## config.mk

```make
export PLATFORM = sky130hd
export DESIGN_NAME = pascal_subset_token_scanner_core_flat
export DESIGN_NICKNAME = d
export VERILOG_FILES = /design/src/rtl/pst_pkg.sv /design/src/rtl/pst_in_if.sv /design/src/rtl/pst_out_if.sv /design/src/rtl/pascal_subset_token_scanner_core.sv /design/src/flat_wrapper.sv
export SDC_FILE = /design/constraint.sdc
export NUM_CORES = 1
export LEC_CHECK = 0
export BUFFER_PORTS_ARGS = -buffer_cell sky130_fd_sc_hd__buf_4
export CORE_MARGIN = 1
export CORE_UTILIZATION = 50
export CTS_BUF_LIST = sky130_fd_sc_hd__clkbuf_8
export CTS_CLUSTER_DIAMETER = 30
export DETAILED_ROUTE_END_ITERATION = 12
export PLACE_DENSITY = 0.67
export REMOVE_ABC_BUFFERS = 1
export SLEW_MARGIN = 20
export SYNTH_ARGS = -nofsm -noshare
export SYNTH_HDL_FRONTEND = slang
export SYNTH_SLANG_ARGS = --single-unit
export TNS_END_PERCENT = 1
```

## constraint.sdc

```tcl
create_clock -name clk -period 14.2 [get_ports clk]
set_input_delay 0.71 -clock clk [delete_from_list [all_inputs] [get_ports clk]]
set_output_delay 0.71 -clock clk [all_outputs]
set_load 0.01 [all_outputs]
```

## src/rtl/pst_pkg.sv

```systemverilog
// ----------------------------------------------------------------------------
// pst_pkg
// Types, token codes, character constants and lookup functions used by the
// token scanner.
// ----------------------------------------------------------------------------
package pst_pkg;

  localparam int unsigned WORD_STORE        = 9;
  localparam int unsigned WORD_IDX_W        = $clog2(WORD_STORE);
  localparam int unsigned NAME_PREFIX_CHARS = 8;
  localparam int unsigned KW_COUNT          = 22;

  typedef enum logic [2:0] {
    M_IDLE,
    M_WORD,
    M_NUM,
    M_COLON,
    M_LESS,
    M_GREATER,
    M_DOT,
    M_COMMENT
  } scan_mode_t;

  // token codes
  localparam logic [5:0] TK_IDENT      = 6'd0;
  localparam logic [5:0] TK_NUMBER     = 6'd1;
  localparam logic [5:0] TK_PLUS       = 6'd2;
  localparam logic [5:0] TK_MINUS      = 6'd3;
  localparam logic [5:0] TK_TIMES      = 6'd4;
  localparam logic [5:0] TK_DIVIDE     = 6'd5;
  localparam logic [5:0] TK_AND        = 6'd6;
  localparam logic [5:0] TK_OR         = 6'd7;
  localparam logic [5:0] TK_MOD        = 6'd8;
  localparam logic [5:0] TK_DIV        = 6'd9;
  localparam logic [5:0] TK_EQUAL      = 6'd10;
  localparam logic [5:0] TK_NOTEQUAL   = 6'd11;
  localparam logic [5:0] TK_LESS       = 6'd12;
  localparam logic [5:0] TK_GREATER    = 6'd13;
  localparam logic [5:0] TK_LESSEQ     = 6'd14;
  localparam logic [5:0] TK_GREATEREQ  = 6'd15;
  localparam logic [5:0] TK_LPAREN     = 6'd16;
  localparam logic [5:0] TK_RPAREN     = 6'd17;
  localparam logic [5:0] TK_LBRACKET   = 6'd18;
  localparam logic [5:0] TK_RBRACKET   = 6'd19;
  localparam logic [5:0] TK_ASSIGN     = 6'd20;
  localparam logic [5:0] TK_COMMA      = 6'd21;
  localparam logic [5:0] TK_COLON      = 6'd22;
  localparam logic [5:0] TK_SEMICOLON  = 6'd23;
  localparam logic [5:0] TK_DOTDOT     = 6'd24;
  localparam logic [5:0] TK_DOT        = 6'd25;
  localparam logic [5:0] TK_VAR        = 6'd26;
  localparam logic [5:0] TK_CONST      = 6'd27;
  localparam logic [5:0] TK_IF         = 6'd28;
  localparam logic [5:0] TK_THEN       = 6'd29;
  localparam logic [5:0] TK_ELSE       = 6'd30;
  localparam logic [5:0] TK_BEGIN      = 6'd31;
  localparam logic [5:0] TK_END        = 6'd32;
  localparam logic [5:0] TK_WHILE      = 6'd33;
  localparam logic [5:0] TK_DO         = 6'd34;
  localparam logic [5:0] TK_TO         = 6'd38;
  localparam logic [5:0] TK_DOWNTO     = 6'd39;
  localparam logic [5:0] TK_PROGRAM    = 6'd40;
  localparam logic [5:0] TK_PROCEDURE  = 6'd41;
  localparam logic [5:0] TK_FUNCTION   = 6'd42;
  localparam logic [5:0] TK_FORWARD    = 6'd43;
  localparam logic [5:0] TK_ARRAY      = 6'd44;
  localparam logic [5:0] TK_INTEGER    = 6'd45;
  localparam logic [5:0] TK_OF         = 6'd46;
  localparam logic [5:0] TK_EOI        = 6'd47;
  localparam logic [5:0] TK_ERR        = 6'd48;

  // error kinds
  localparam logic [1:0] ERR_NONE          = 2'd0;
  localparam logic [1:0] ERR_UNEXPECTED    = 2'd1;
  localparam logic [1:0] ERR_LETTER_IN_NUM = 2'd2;
  localparam logic [1:0] ERR_OPEN_COMMENT  = 2'd3;

  // characters
  localparam logic [7:0] CH_LBRACE   = "{";
  localparam logic [7:0] CH_RBRACE   = "}";
  localparam logic [7:0] CH_ZERO     = "0";
  localparam logic [7:0] CH_NINE     = "9";
  localparam logic [7:0] CH_SPACE    = " ";
  localparam logic [7:0] CH_DOT      = ".";
  localparam logic [7:0] CH_COLON    = ":";
  localparam logic [7:0] CH_LT       = "<";
  localparam logic [7:0] CH_GT       = ">";
  localparam logic [7:0] CH_EQ       = "=";
  localparam logic [7:0] CH_SEMI     = ";";
  localparam logic [7:0] CH_COMMA    = ",";
  localparam logic [7:0] CH_PLUS     = "+";
  localparam logic [7:0] CH_MINUS    = "-";
  localparam logic [7:0] CH_STAR     = "*";
  localparam logic [7:0] CH_SLASH    = "/";
  localparam logic [7:0] CH_LPAREN   = "(";
  localparam logic [7:0] CH_RPAREN   = ")";
  localparam logic [7:0] CH_LBRACKET = "[";
  localparam logic [7:0] CH_RBRACKET = "]";
  localparam logic [7:0] CH_UPPER_A  = "A";
  localparam logic [7:0] CH_UPPER_Z  = "Z";
  localparam logic [7:0] CH_LOWER_A  = "a";
  localparam logic [7:0] CH_LOWER_Z  = "z";

  // keyword text is right-justified: the last character sits in the low byte
  localparam logic [8*WORD_STORE-1:0] KW_TEXT [KW_COUNT] = '{
    "var", "integer", "array", "program", "procedure", "function",
    "forward", "AND", "OR", "const", "begin", "end", "downto", "to",
    "of", "if", "then", "else", "while", "do", "mod", "div"
  };
  localparam int unsigned KW_LEN [KW_COUNT] = '{
    3, 7, 5, 7, 9, 8, 7, 3, 2, 5, 5, 3, 6, 2, 2, 2, 4, 4, 5, 2, 3, 3
  };
  localparam logic [5:0] KW_CODE [KW_COUNT] = '{
    TK_VAR, TK_INTEGER, TK_ARRAY, TK_PROGRAM, TK_PROCEDURE, TK_FUNCTION,
    TK_FORWARD, TK_AND, TK_OR, TK_CONST, TK_BEGIN, TK_END, TK_DOWNTO, TK_TO,
    TK_OF, TK_IF, TK_THEN, TK_ELSE, TK_WHILE, TK_DO, TK_MOD, TK_DIV
  };

  typedef logic [WORD_STORE-1:0][7:0] word_buf_t;

  typedef struct packed {
    logic [5:0]  kind;
    logic [1:0]  err;
    logic [31:0] num;
    logic [63:0] prefix;
    logic [7:0]  len;
  } token_t;

  typedef struct packed {
    logic       hit;
    logic [5:0] code;
  } code_hit_t;

  function automatic logic is_letter(input logic [7:0] c);
    return (c >= CH_UPPER_A && c <= CH_UPPER_Z) || (c >= CH_LOWER_A && c <= CH_LOWER_Z);
  endfunction

  function automatic logic is_digit(input logic [7:0] c);
    return c >= CH_ZERO && c <= CH_NINE;
  endfunction

  function automatic token_t make_tok(input logic [5:0] kind, input logic [1:0] err);
    token_t t;
    t      = '0;
    t.kind = kind;
    t.err  = err;
    return t;
  endfunction

  function automatic code_hit_t single_lookup(input logic [7:0] c);
    code_hit_t r;
    r = '0;
    case (c)
      CH_SEMI:     r = '{1'b1, TK_SEMICOLON};
      CH_COMMA:    r = '{1'b1, TK_COMMA};
      CH_PLUS:     r = '{1'b1, TK_PLUS};
      CH_MINUS:    r = '{1'b1, TK_MINUS};
      CH_STAR:     r = '{1'b1, TK_TIMES};
      CH_SLASH:    r = '{1'b1, TK_DIVIDE};
      CH_EQ:       r = '{1'b1, TK_EQUAL};
      CH_LPAREN:   r = '{1'b1, TK_LPAREN};
      CH_RPAREN:   r = '{1'b1, TK_RPAREN};
      CH_LBRACKET: r = '{1'b1, TK_LBRACKET};
      CH_RBRACKET: r = '{1'b1, TK_RBRACKET};
      default:     r = '0;
    endcase
    return r;
  endfunction

  // parallel compare against every keyword; only bytes below len are looked at
  function automatic code_hit_t kw_lookup(input word_buf_t chars, input logic [7:0] len);
    code_hit_t r;
    logic      m;
    r = '0;
    for (int i = 0; i < KW_COUNT; i++) begin
      m = (len == 8'(KW_LEN[i]));
      for (int j = 0; j < WORD_STORE; j++) begin
        if (j < KW_LEN[i]) begin
          if (chars[j] != KW_TEXT[i][8*(KW_LEN[i]-1-j) +: 8]) m = 1'b0;
        end
      end
      if (m && !r.hit) r = '{1'b1, KW_CODE[i]};
    end
    return r;
  endfunction

  function automatic logic [63:0] name_prefix_of(input word_buf_t chars, input logic [7:0] len);
    logic [63:0] p;
    p = '0;
    for (int i = 0; i < 8; i++) begin
      if (i < len && i < NAME_PREFIX_CHARS) p[8*i +: 8] = chars[i];
    end
    return p;
  endfunction

endpackage

```

## src/rtl/pst_in_if.sv

```systemverilog
// ----------------------------------------------------------------------------
// pst_in_if
// Character channel into the token scanner: valid/ready plus one character
// and the end-of-text flag per item.
// ----------------------------------------------------------------------------
interface pst_in_if;
  logic       valid;
  logic       ready;
  logic [7:0] ch;
  logic       end_of_input;

  modport source (output valid, output ch, output end_of_input, input ready);
  modport sink   (input valid, input ch, input end_of_input, output ready);
endinterface

```

## src/rtl/pst_out_if.sv

```systemverilog
// ----------------------------------------------------------------------------
// pst_out_if
// Token channel out of the token scanner: valid/ready plus one token per item.
// ----------------------------------------------------------------------------
interface pst_out_if;
  logic        valid;
  logic        ready;
  logic [5:0]  token_kind;
  logic [1:0]  error_kind;
  logic [31:0] number_value;
  logic [63:0] name_prefix;
  logic [7:0]  name_length;
  logic        last;

  modport source (output valid, output token_kind, output error_kind, output number_value,
                  output name_prefix, output name_length, output last, input ready);
  modport sink   (input valid, input token_kind, input error_kind, input number_value,
                  input name_prefix, input name_length, input last, output ready);
endinterface

```

## src/rtl/pascal_subset_token_scanner_core.sv

```systemverilog
// ----------------------------------------------------------------------------
// pascal_subset_token_scanner_core
// Character-at-a-time scanner for a small Pascal-like language.
// Timing: a character registers at acceptance; when that stage advances, its
// tokens enter the result queue, whose head drives out_item directly.
// Throughput: one character per cycle while the 4-entry result queue holds no
// more than two tokens; a character giving two tokens fills two entries.
// Reset (rst_n low, synchronous): scanner idle, counters cleared, queue empty.
// ----------------------------------------------------------------------------
module pascal_subset_token_scanner_core #(
  parameter int unsigned MAX_COMMENT_DEPTH = 15
) (
  input  logic       clk,
  input  logic       rst_n,
  pst_in_if.sink     in_item,
  pst_out_if.source  out_item
);

  localparam int unsigned DEPTH_W = $clog2(MAX_COMMENT_DEPTH + 1);
  localparam int unsigned Q_DEPTH = 4;
  localparam int unsigned Q_PTR_W = $clog2(Q_DEPTH);
  localparam int unsigned Q_CNT_W = $clog2(Q_DEPTH + 1);

  // input stage
  logic       s1_valid_r;
  logic [7:0] s1_ch_r;
  logic       s1_eoi_r;

  // scanner state
  pst_pkg::scan_mode_t  mode_r, mode_nxt;
  pst_pkg::word_buf_t   word_r, word_nxt;
  logic [7:0]           wlen_r, wlen_nxt;
  logic [31:0]          acc_r, acc_nxt;
  logic [DEPTH_W-1:0]   depth_r, depth_nxt;

  // result queue
  pst_pkg::token_t      q_tok_r [Q_DEPTH];
  logic                 q_last_r [Q_DEPTH];
  logic [Q_PTR_W-1:0]   q_wr_r, q_rd_r;
  logic [Q_CNT_W-1:0]   q_cnt_r;

  logic                 s1_go, in_acc, pop;
  logic                 c_letter, c_digit, c_ws, restart, idle_emit;
  pst_pkg::scan_mode_t  idle_mode;
  pst_pkg::code_hit_t   single, kw;
  logic [63:0]          prefix;
  pst_pkg::token_t      pend_tok, idle_tok, a_tok, b_tok, res0, res1;
  logic                 pend_v, a_v, b_v, res0_v, res1_v;
  logic [1:0]           push_n;
  logic [31:0]          digit_val;

  assign s1_go         = s1_valid_r && (q_cnt_r <= Q_CNT_W'(Q_DEPTH - 2));
  assign in_item.ready = !s1_valid_r || s1_go;
  assign in_acc        = in_item.valid && in_item.ready;
  assign pop           = out_item.valid && out_item.ready;

  always_ff @(posedge clk) begin
    if (!rst_n) begin
      s1_valid_r <= 1'b0;
    end else if (in_item.ready) begin
      s1_valid_r <= in_item.valid;
    end
  end

  always_ff @(posedge clk) begin
    if (in_acc) begin
      s1_ch_r  <= in_item.ch;
      s1_eoi_r <= in_item.end_of_input;
    end
  end

  // character decode
  assign c_letter  = pst_pkg::is_letter(s1_ch_r);
  assign c_digit   = pst_pkg::is_digit(s1_ch_r);
  assign c_ws      = (s1_ch_r <= pst_pkg::CH_SPACE) || s1_ch_r[7];
  assign single    = pst_pkg::single_lookup(s1_ch_r);
  assign kw        = pst_pkg::kw_lookup(word_r, wlen_r);
  assign prefix    = pst_pkg::name_prefix_of(word_r, wlen_r);
  assign digit_val = 32'(s1_ch_r - pst_pkg::CH_ZERO);

  // what a character does when seen with nothing pending
  always_comb begin
    priority if (c_ws)                       idle_mode = pst_pkg::M_IDLE;
    else if (c_letter)                       idle_mode = pst_pkg::M_WORD;
    else if (c_digit)                        idle_mode = pst_pkg::M_NUM;
    else if (s1_ch_r == pst_pkg::CH_LBRACE)  idle_mode = pst_pkg::M_COMMENT;
    else if (s1_ch_r == pst_pkg::CH_COLON)   idle_mode = pst_pkg::M_COLON;
    else if (s1_ch_r == pst_pkg::CH_LT)      idle_mode = pst_pkg::M_LESS;
    else if (s1_ch_r == pst_pkg::CH_GT)      idle_mode = pst_pkg::M_GREATER;
    else if (s1_ch_r == pst_pkg::CH_DOT)     idle_mode = pst_pkg::M_DOT;
    else                                     idle_mode = pst_pkg::M_IDLE;
  end

  assign idle_emit = !c_ws && (idle_mode == pst_pkg::M_IDLE);
  assign idle_tok  = single.hit ? pst_pkg::make_tok(single.code, pst_pkg::ERR_NONE)
                                : pst_pkg::make_tok(pst_pkg::TK_ERR, pst_pkg::ERR_UNEXPECTED);

  // pending token flushed by a terminating character
  always_comb begin
    pend_tok = '0;
    pend_v   = 1'b1;
    unique case (mode_r)
      pst_pkg::M_WORD: begin
        if (kw.hit) begin
          pend_tok = pst_pkg::make_tok(kw.code, pst_pkg::ERR_NONE);
        end else begin
          pend_tok        = pst_pkg::make_tok(pst_pkg::TK_IDENT, pst_pkg::ERR_NONE);
          pend_tok.prefix = prefix;
          pend_tok.len    = wlen_r;
        end
      end
      pst_pkg::M_NUM: begin
        pend_tok     = pst_pkg::make_tok(pst_pkg::TK_NUMBER, pst_pkg::ERR_NONE);
        pend_tok.num = acc_r;
      end
      pst_pkg::M_COLON:   pend_tok = pst_pkg::make_tok(pst_pkg::TK_COLON, pst_pkg::ERR_NONE);
      pst_pkg::M_LESS:    pend_tok = pst_pkg::make_tok(pst_pkg::TK_LESS, pst_pkg::ERR_NONE);
      pst_pkg::M_GREATER: pend_tok = pst_pkg::make_tok(pst_pkg::TK_GREATER, pst_pkg::ERR_NONE);
      pst_pkg::M_DOT:     pend_tok = pst_pkg::make_tok(pst_pkg::TK_DOT, pst_pkg::ERR_NONE);
      pst_pkg::M_IDLE,
      pst_pkg::M_COMMENT: pend_v   = 1'b0;
      default:            pend_v   = 1'b0;
    endcase
  end

  // the current character ends the pending token and is rescanned from idle
  always_comb begin
    unique case (mode_r)
      pst_pkg::M_IDLE:    restart = 1'b1;
      pst_pkg::M_WORD:    restart = !(c_letter || c_digit);
      pst_pkg::M_NUM:     restart = !(c_letter || c_digit);
      pst_pkg::M_COLON,
      pst_pkg::M_GREATER: restart = (s1_ch_r != pst_pkg::CH_EQ);
      pst_pkg::M_DOT:     restart = (s1_ch_r != pst_pkg::CH_DOT);
      pst_pkg::M_LESS:    restart = (s1_ch_r != pst_pkg::CH_EQ) && (s1_ch_r != pst_pkg::CH_GT);
      pst_pkg::M_COMMENT: restart = 1'b0;
      default:            restart = 1'b0;
    endcase
  end

  // next state
  always_comb begin
    mode_nxt = mode_r;
    if (s1_eoi_r) begin
      mode_nxt = pst_pkg::M_IDLE;
    end else if (restart) begin
      mode_nxt = idle_mode;
    end else begin
      unique case (mode_r)
        pst_pkg::M_WORD:    mode_nxt = pst_pkg::M_WORD;
        pst_pkg::M_NUM:     mode_nxt = c_letter ? pst_pkg::M_WORD : pst_pkg::M_NUM;
        pst_pkg::M_COMMENT: begin
          if (s1_ch_r == pst_pkg::CH_RBRACE && depth_r <= DEPTH_W'(1)) begin
            mode_nxt = pst_pkg::M_IDLE;
          end
        end
        default:            mode_nxt = pst_pkg::M_IDLE;
      endcase
    end
  end

  // tokens
  always_comb begin
    a_tok = '0;
    a_v   = 1'b0;
    b_tok = '0;
    b_v   = 1'b0;
    if (s1_eoi_r) begin
      if (mode_r == pst_pkg::M_COMMENT) begin
        a_tok = pst_pkg::make_tok(pst_pkg::TK_ERR, pst_pkg::ERR_OPEN_COMMENT);
        a_v   = 1'b1;
      end else begin
        a_tok = pend_tok;
        a_v   = pend_v;
      end
      b_tok = pst_pkg::make_tok(pst_pkg::TK_EOI, pst_pkg::ERR_NONE);
      b_v   = 1'b1;
    end else if (restart) begin
      a_tok = pend_tok;
      a_v   = pend_v;
      b_tok = idle_tok;
      b_v   = idle_emit;
    end else begin
      a_v = 1'b1;
      unique case (mode_r)
        pst_pkg::M_NUM: begin
          a_tok = pst_pkg::make_tok(pst_pkg::TK_ERR, pst_pkg::ERR_LETTER_IN_NUM);
          a_v   = c_letter;
        end
        pst_pkg::M_COLON:   a_tok = pst_pkg::make_tok(pst_pkg::TK_ASSIGN, pst_pkg::ERR_NONE);
        pst_pkg::M_GREATER: a_tok = pst_pkg::make_tok(pst_pkg::TK_GREATEREQ, pst_pkg::ERR_NONE);
        pst_pkg::M_DOT:     a_tok = pst_pkg::make_tok(pst_pkg::TK_DOTDOT, pst_pkg::ERR_NONE);
        pst_pkg::M_LESS: begin
          a_tok = (s1_ch_r == pst_pkg::CH_GT)
                  ? pst_pkg::make_tok(pst_pkg::TK_NOTEQUAL, pst_pkg::ERR_NONE)
                  : pst_pkg::make_tok(pst_pkg::TK_LESSEQ, pst_pkg::ERR_NONE);
        end
        default:            a_v   = 1'b0;
      endcase
    end
    res0   = a_v ? a_tok : b_tok;
    res0_v = a_v || b_v;
    res1   = b_tok;
    res1_v = a_v && b_v;
    push_n = s1_go ? {res1_v, res0_v && !res1_v} : 2'd0;
  end

  // word, number and comment datapath
  always_comb begin
    word_nxt  = word_r;
    wlen_nxt  = wlen_r;
    acc_nxt   = acc_r;
    depth_nxt = depth_r;
    if (s1_eoi_r) begin
      wlen_nxt  = '0;
      acc_nxt   = '0;
      depth_nxt = '0;
    end else if (restart) begin
      if (c_letter) begin
        word_nxt[0] = s1_ch_r;
        wlen_nxt    = 8'd1;
      end else if (c_digit) begin
        acc_nxt = digit_val;
      end else if (s1_ch_r == pst_pkg::CH_LBRACE) begin
        depth_nxt = DEPTH_W'(1);
      end
    end else begin
      unique case (mode_r)
        pst_pkg::M_WORD: begin
          if (wlen_r < 8'(pst_pkg::WORD_STORE)) begin
            word_nxt[wlen_r[pst_pkg::WORD_IDX_W-1:0]] = s1_ch_r;
          end
          if (wlen_r != 8'hFF) wlen_nxt = wlen_r + 8'd1;
        end
        pst_pkg::M_NUM: begin
          if (c_digit) begin
            acc_nxt = (acc_r << 3) + (acc_r << 1) + digit_val;
          end else begin
            word_nxt[0] = s1_ch_r;
            wlen_nxt    = 8'd1;
          end
        end
        pst_pkg::M_COMMENT: begin
          if (s1_ch_r == pst_pkg::CH_LBRACE) begin
            if (depth_r < DEPTH_W'(MAX_COMMENT_DEPTH)) depth_nxt = depth_r + DEPTH_W'(1);
          end else if (s1_ch_r == pst_pkg::CH_RBRACE) begin
            if (depth_r != '0) depth_nxt = depth_r - DEPTH_W'(1);
          end
        end
        default: begin
        end
      endcase
    end
  end

  always_ff @(posedge clk) begin
    if (!rst_n) begin
      mode_r  <= pst_pkg::M_IDLE;
      wlen_r  <= '0;
      acc_r   <= '0;
      depth_r <= '0;
    end else if (s1_go) begin
      mode_r  <= mode_nxt;
      wlen_r  <= wlen_nxt;
      acc_r   <= acc_nxt;
      depth_r <= depth_nxt;
    end
  end

  always_ff @(posedge clk) begin
    if (s1_go) word_r <= word_nxt;
  end

  // result queue
  always_ff @(posedge clk) begin
    if (!rst_n) begin
      q_wr_r  <= '0;
      q_rd_r  <= '0;
      q_cnt_r <= '0;
    end else begin
      q_wr_r  <= q_wr_r + Q_PTR_W'(push_n);
      q_rd_r  <= q_rd_r + Q_PTR_W'(pop);
      q_cnt_r <= q_cnt_r + Q_CNT_W'(push_n) - Q_CNT_W'(pop);
    end
  end

  always_ff @(posedge clk) begin
    for (int i = 0; i < Q_DEPTH; i++) begin
      if (s1_go && res0_v && (q_wr_r == Q_PTR_W'(i))) begin
        q_tok_r[i]  <= res0;
        q_last_r[i] <= !res1_v;
      end else if (s1_go && res1_v && (q_wr_r + Q_PTR_W'(1) == Q_PTR_W'(i))) begin
        q_tok_r[i]  <= res1;
        q_last_r[i] <= 1'b1;
      end
    end
  end

  assign out_item.valid        = (q_cnt_r != '0);
  assign out_item.token_kind   = q_tok_r[q_rd_r].kind;
  assign out_item.error_kind   = q_tok_r[q_rd_r].err;
  assign out_item.number_value = q_tok_r[q_rd_r].num;
  assign out_item.name_prefix  = q_tok_r[q_rd_r].prefix;
  assign out_item.name_length  = q_tok_r[q_rd_r].len;
  assign out_item.last         = q_last_r[q_rd_r];

  // checks
  a_queue_bound: assert property (@(posedge clk) disable iff (!rst_n)
    q_cnt_r <= Q_CNT_W'(Q_DEPTH))
    else $error("result queue overflow");

  a_comment_depth: assert property (@(posedge clk) disable iff (!rst_n)
    (mode_r == pst_pkg::M_COMMENT) == (depth_r != '0))
    else $error("comment depth out of step with scan mode");

  a_eoi_tokens: assert property (@(posedge clk) disable iff (!rst_n)
    (s1_go && s1_eoi_r) |-> (push_n != 2'd0) && (b_tok.kind == pst_pkg::TK_EOI))
    else $error("end of text without end token");

  a_eoi_clears: assert property (@(posedge clk) disable iff (!rst_n)
    (s1_go && s1_eoi_r) |=> (mode_r == pst_pkg::M_IDLE) && (wlen_r == '0) && (acc_r == '0))
    else $error("scanner state not cleared after end of text");

endmodule
```

## src/flat_wrapper.sv

```systemverilog
// flat-port wrapper written by rule: the top's interface ports become plain ports
module pascal_subset_token_scanner_core_flat 
#(
  parameter int unsigned MAX_COMMENT_DEPTH = 15
)
  (clk, rst_n, in_item_valid, in_item_ch, in_item_end_of_input, in_item_ready, out_item_valid, out_item_token_kind, out_item_error_kind, out_item_number_value, out_item_name_prefix, out_item_name_length, out_item_last, out_item_ready);
  pst_in_if in_item_i ();
  pst_out_if out_item_i ();
  input  logic clk;
  input  logic rst_n;
  input wire logic [$bits(in_item_i.valid)-1:0] in_item_valid;
  input wire logic [$bits(in_item_i.ch)-1:0] in_item_ch;
  input wire logic [$bits(in_item_i.end_of_input)-1:0] in_item_end_of_input;
  output wire logic [$bits(in_item_i.ready)-1:0] in_item_ready;
  output wire logic [$bits(out_item_i.valid)-1:0] out_item_valid;
  output wire logic [$bits(out_item_i.token_kind)-1:0] out_item_token_kind;
  output wire logic [$bits(out_item_i.error_kind)-1:0] out_item_error_kind;
  output wire logic [$bits(out_item_i.number_value)-1:0] out_item_number_value;
  output wire logic [$bits(out_item_i.name_prefix)-1:0] out_item_name_prefix;
  output wire logic [$bits(out_item_i.name_length)-1:0] out_item_name_length;
  output wire logic [$bits(out_item_i.last)-1:0] out_item_last;
  input wire logic [$bits(out_item_i.ready)-1:0] out_item_ready;
  assign in_item_i.valid = in_item_valid;
  assign in_item_i.ch = in_item_ch;
  assign in_item_i.end_of_input = in_item_end_of_input;
  assign in_item_ready = in_item_i.ready;
  assign out_item_valid = out_item_i.valid;
  assign out_item_token_kind = out_item_i.token_kind;
  assign out_item_error_kind = out_item_i.error_kind;
  assign out_item_number_value = out_item_i.number_value;
  assign out_item_name_prefix = out_item_i.name_prefix;
  assign out_item_name_length = out_item_i.name_length;
  assign out_item_last = out_item_i.last;
  assign out_item_i.ready = out_item_ready;
  pascal_subset_token_scanner_core #(.MAX_COMMENT_DEPTH(MAX_COMMENT_DEPTH)) u_core (.clk(clk), .rst_n(rst_n), .in_item(in_item_i), .out_item(out_item_i));
endmodule
```

==> flow_summary.toml <==
[layout]
final_common_cell = "edfxtp_1"
fin_util_pct = 58.55
multi_input_area_um2 = 11880
n_antenna_cell = 0
drive_gt1_share_pct = 19.80
register_area_um2 = 16050
fillCellCount = 4656
syn_to_final_growth_pct = 15.27
layout_common_cells = "edfxtp_1, nor2_1, nand2_1, buf_4, dfxtp_1"
final_nets = 2625

[worst_setup_path]
end_kind = "flip-flop"
max_stage_delay_ns = 0.92
start_kind = "flip-flop"
crit_slowest_cell = "buf_4"
crit_type = "reg -> reg"
worstPathCellList = "ha_1 > nor4b_1 > o2111ai_1 > o211a_1 > and3_1 > nor4_1 > or4b_2 > inv_1 > ha_1 > inv_1 > mux2i_1 > and3_4 > buf_4"
crit_arrival_ns = 6.41
worstPathRequired_ns = 14.53
crit_path_max_fanout = 63

[route]
dr.pass1.iters = 6
vias = 21000
wl_met1_mm = 33.60
initialDrtViolationCount = 1858
routed.top_layer = "met4"
routedWlPerCell_um = 24.21
ant_nets = 0
wl_mm = 82.13
via_per_inst = 6.190
drc = 0
wl_met3_mm = 5.532
wl_met2_mm = 40.34

[synth]
async_flop_share_pct = 0
synth.distinct_cells = 87
synth_seq_cells = 588
synth_top_family_by_area = "simple AND/OR/NAND/NOR gates"
synth_edf_count = 427
synth-main-ff-cell = "edfxtp_1"
seq_area_frac_synth_pct = 55.81
muxShareOfSynthArea_pct = 9.456
syn_area_um2 = 28750
synth_top_area_share_pct = 44.60
synthSimpleGateAreaFrac_pct = 17.19
syn_inst = 2400
syn_area_per_cell_um2 = 11.98
yosysTopAreaCell = "edfxtp_1"
ys_warn_count = 0
synth-xor-area-share_pct = 0.7616
synthAdderAreaFrac_pct = 4.352
synthTopCellsByArea = "edfxtp_1, dfxtp_1, mux4_2, nor2_1, nand2_1"
synth-compound-area-share_pct = 9.322

[timing]
fmax_mhz = 164.4
clock_skew_ns = 0.05538
rsz0062_at_grt = "false"
period_needed_ns = 6.081
tightest_slew_ns = 1.147
hold_violations = 0
slew_viol_final = 0
fin_ws_ns = 8.119
setup_viol = 0
fin_setup_tns_ns = 0
slew-limit-headroom_pct = 22.83
timing.final.crit_share_pct = 42.83

[clock_network]
cts.clk_slew.worst_paths_ns = 0.06
htreeDepth = 3
cts_tree = "built"
clockBufferDepth = 3
cts_sinks = 588
cts-resized-gates = 0
cts_hold_buf = 0
cts_root_buf = "clkbuf_8"
numCtsBuffers = 118
postCtsSetupRepairBufs = 0
worst_skew_pair.late_latency_ns = 0.76

[placement]
io_buffers = 127
gp_congestion = 0.9601
dp_hpwl_mm = 53.03
place_ws_ns = 8.224

[status]
status = "complete, no violations"

[global_routing]
grt_pass1_wl_mm = 126.3
first_global_vias = 21460
grt_max_degree = 80
gr-total-overflow = 0
grt.total_usage_pct = 28.05
antenna_found_initial = 0

[floorplanning]
die_w_um = 241.8
die_height_um = 241.8
fp-row-count = 87
ios = 128
dieArea_um2 = 58460
core_area_um2 = 56600
initial_core_util_pct = 50.79

[worst_hold_path]
hold_class = "in -> reg"

[pwr]
total_power_w = 0.004765
peakVddDrop_v = 0.0001158
powerDensity_nw_per_um2 = 143.8
p_leak_nw = 11.61

[job]
cap_violations = 0
[worst max-delay path: cells and delay by family (launching register included)]
kind | cells | cell delay [ns]
mux | 1 | 0.18
flops | 1 | 0.62
buf+inv | 3 | 1.14
compound gates | 2 | 0.79
simple gates | 5 | 2.02
fa+ha+maj | 2 | 0.77
[kinds of logic after synthesis]
family          count (synthesis)
simple gates                  960
flops                         588
compound gates                408
buf+inv                       207
mux                           130
fa+ha+maj                      82
xor+xnor                       25
[metrics by stage]
| stage | std cells | hold slack (ns) | cell area [µm²] |
|---|---|---|---|
| after floorplan | 2247 | 0.4198 | 28060 |
| after CTS | 3391 | 0.08012 | 33130 |
| after global placement | 3165 | 0.4304 | 30280 |
| after detailed placement | 3165 | 0.4394 | 30290 |
| final | 3392 | 0.1367 | 33140 |
| after global routing | 3392 | 0.1135 | 33140 |
[per-layer routing]
layer | vias up | track usage, %
met3 | 182 | 4.739
met2 | 862 | 46.95
met4 | 0 | 11.11
met1 | 10560 | 36.43
met5 | - | 0
li1 | 9392 | -
[Yosys cell counts, types with 11 or more instances]
master    instances
inv_1            50
mux4_2          113
or3_1            13
nand3_1          34
buf_4            25
xnor2_1          16
nand4b_1         16
buf_2            13
nor2b_1          20
o21ai_0          70
nand2b_1         20
clkbuf_1         98
mux2i_1          14
ha_1             52
o21ai_1          63
a21o_1           17
nor2_1          292
nor3_1           53
buf_1            16
nor3b_1          15
a211oi_1         13
a31oi_1          16
nand4_1          27
dfxtp_1         161
or4_1            20
nand2_1         223
and3_1          102
nor4_1           26
nor4bb_1         11
edfxtp_1        427
fa_1             30
a22o_1           37
and2_1           22
or4bb_1          11
a21oi_1          75
[flip-flops by register name, indices dropped and copies added (netlist names), 3 cells and up]
register,cells
u_core.q_tok_r,448
u_core.word_r,72
u_core.acc_r,32
u_core.s1_ch_r,8
u_core.wlen_r,8
u_core.depth_r,4
u_core.q_last_r,4
u_core.mode_r,3
u_core.q_cnt_r,3
[report_power, final]
| group | leakage, nW | switching, W | internal, W | total (W) |
|---|---|---|---|---|
| clock | 1.48 | 0.000805 | 0.00121 | 0.00202 |
| combinational | 4.95 | 0.000401 | 0.000404 | 0.000805 |
| sequential | 5.17 | 0.0000511 | 0.00189 | 0.00194 |
| total | 11.6 | 0.00126 | 0.00351 | 0.00476 |
[layout make-up]
class,count,share of cell area (%)
Sequential cell,588,48.44
Multi-Input combinational cell,1605,35.85
Clock buffer,130,5.399
Timing Repair Buffer,163,3.692
Clock inverter,96,3.156
Tap cell,756,2.854
Inverter,54,0.6116
[final timing paths]
path                    startpoint               endpoint  slack [ns]  cells past startpoint
max              u_core.s1_ch_r[5]  u_core.q_tok_r[3][23]        8.12                     13
min                  in_item_ch[7]      u_core.s1_ch_r[7]        0.14                      1
max reg2reg      u_core.s1_ch_r[5]  u_core.q_tok_r[3][23]        8.12                     13
min reg2reg  u_core.q_tok_r[2][42]  u_core.q_tok_r[2][42]        0.44                      2
No activity file was read; power rests on OpenSTA's default activity.
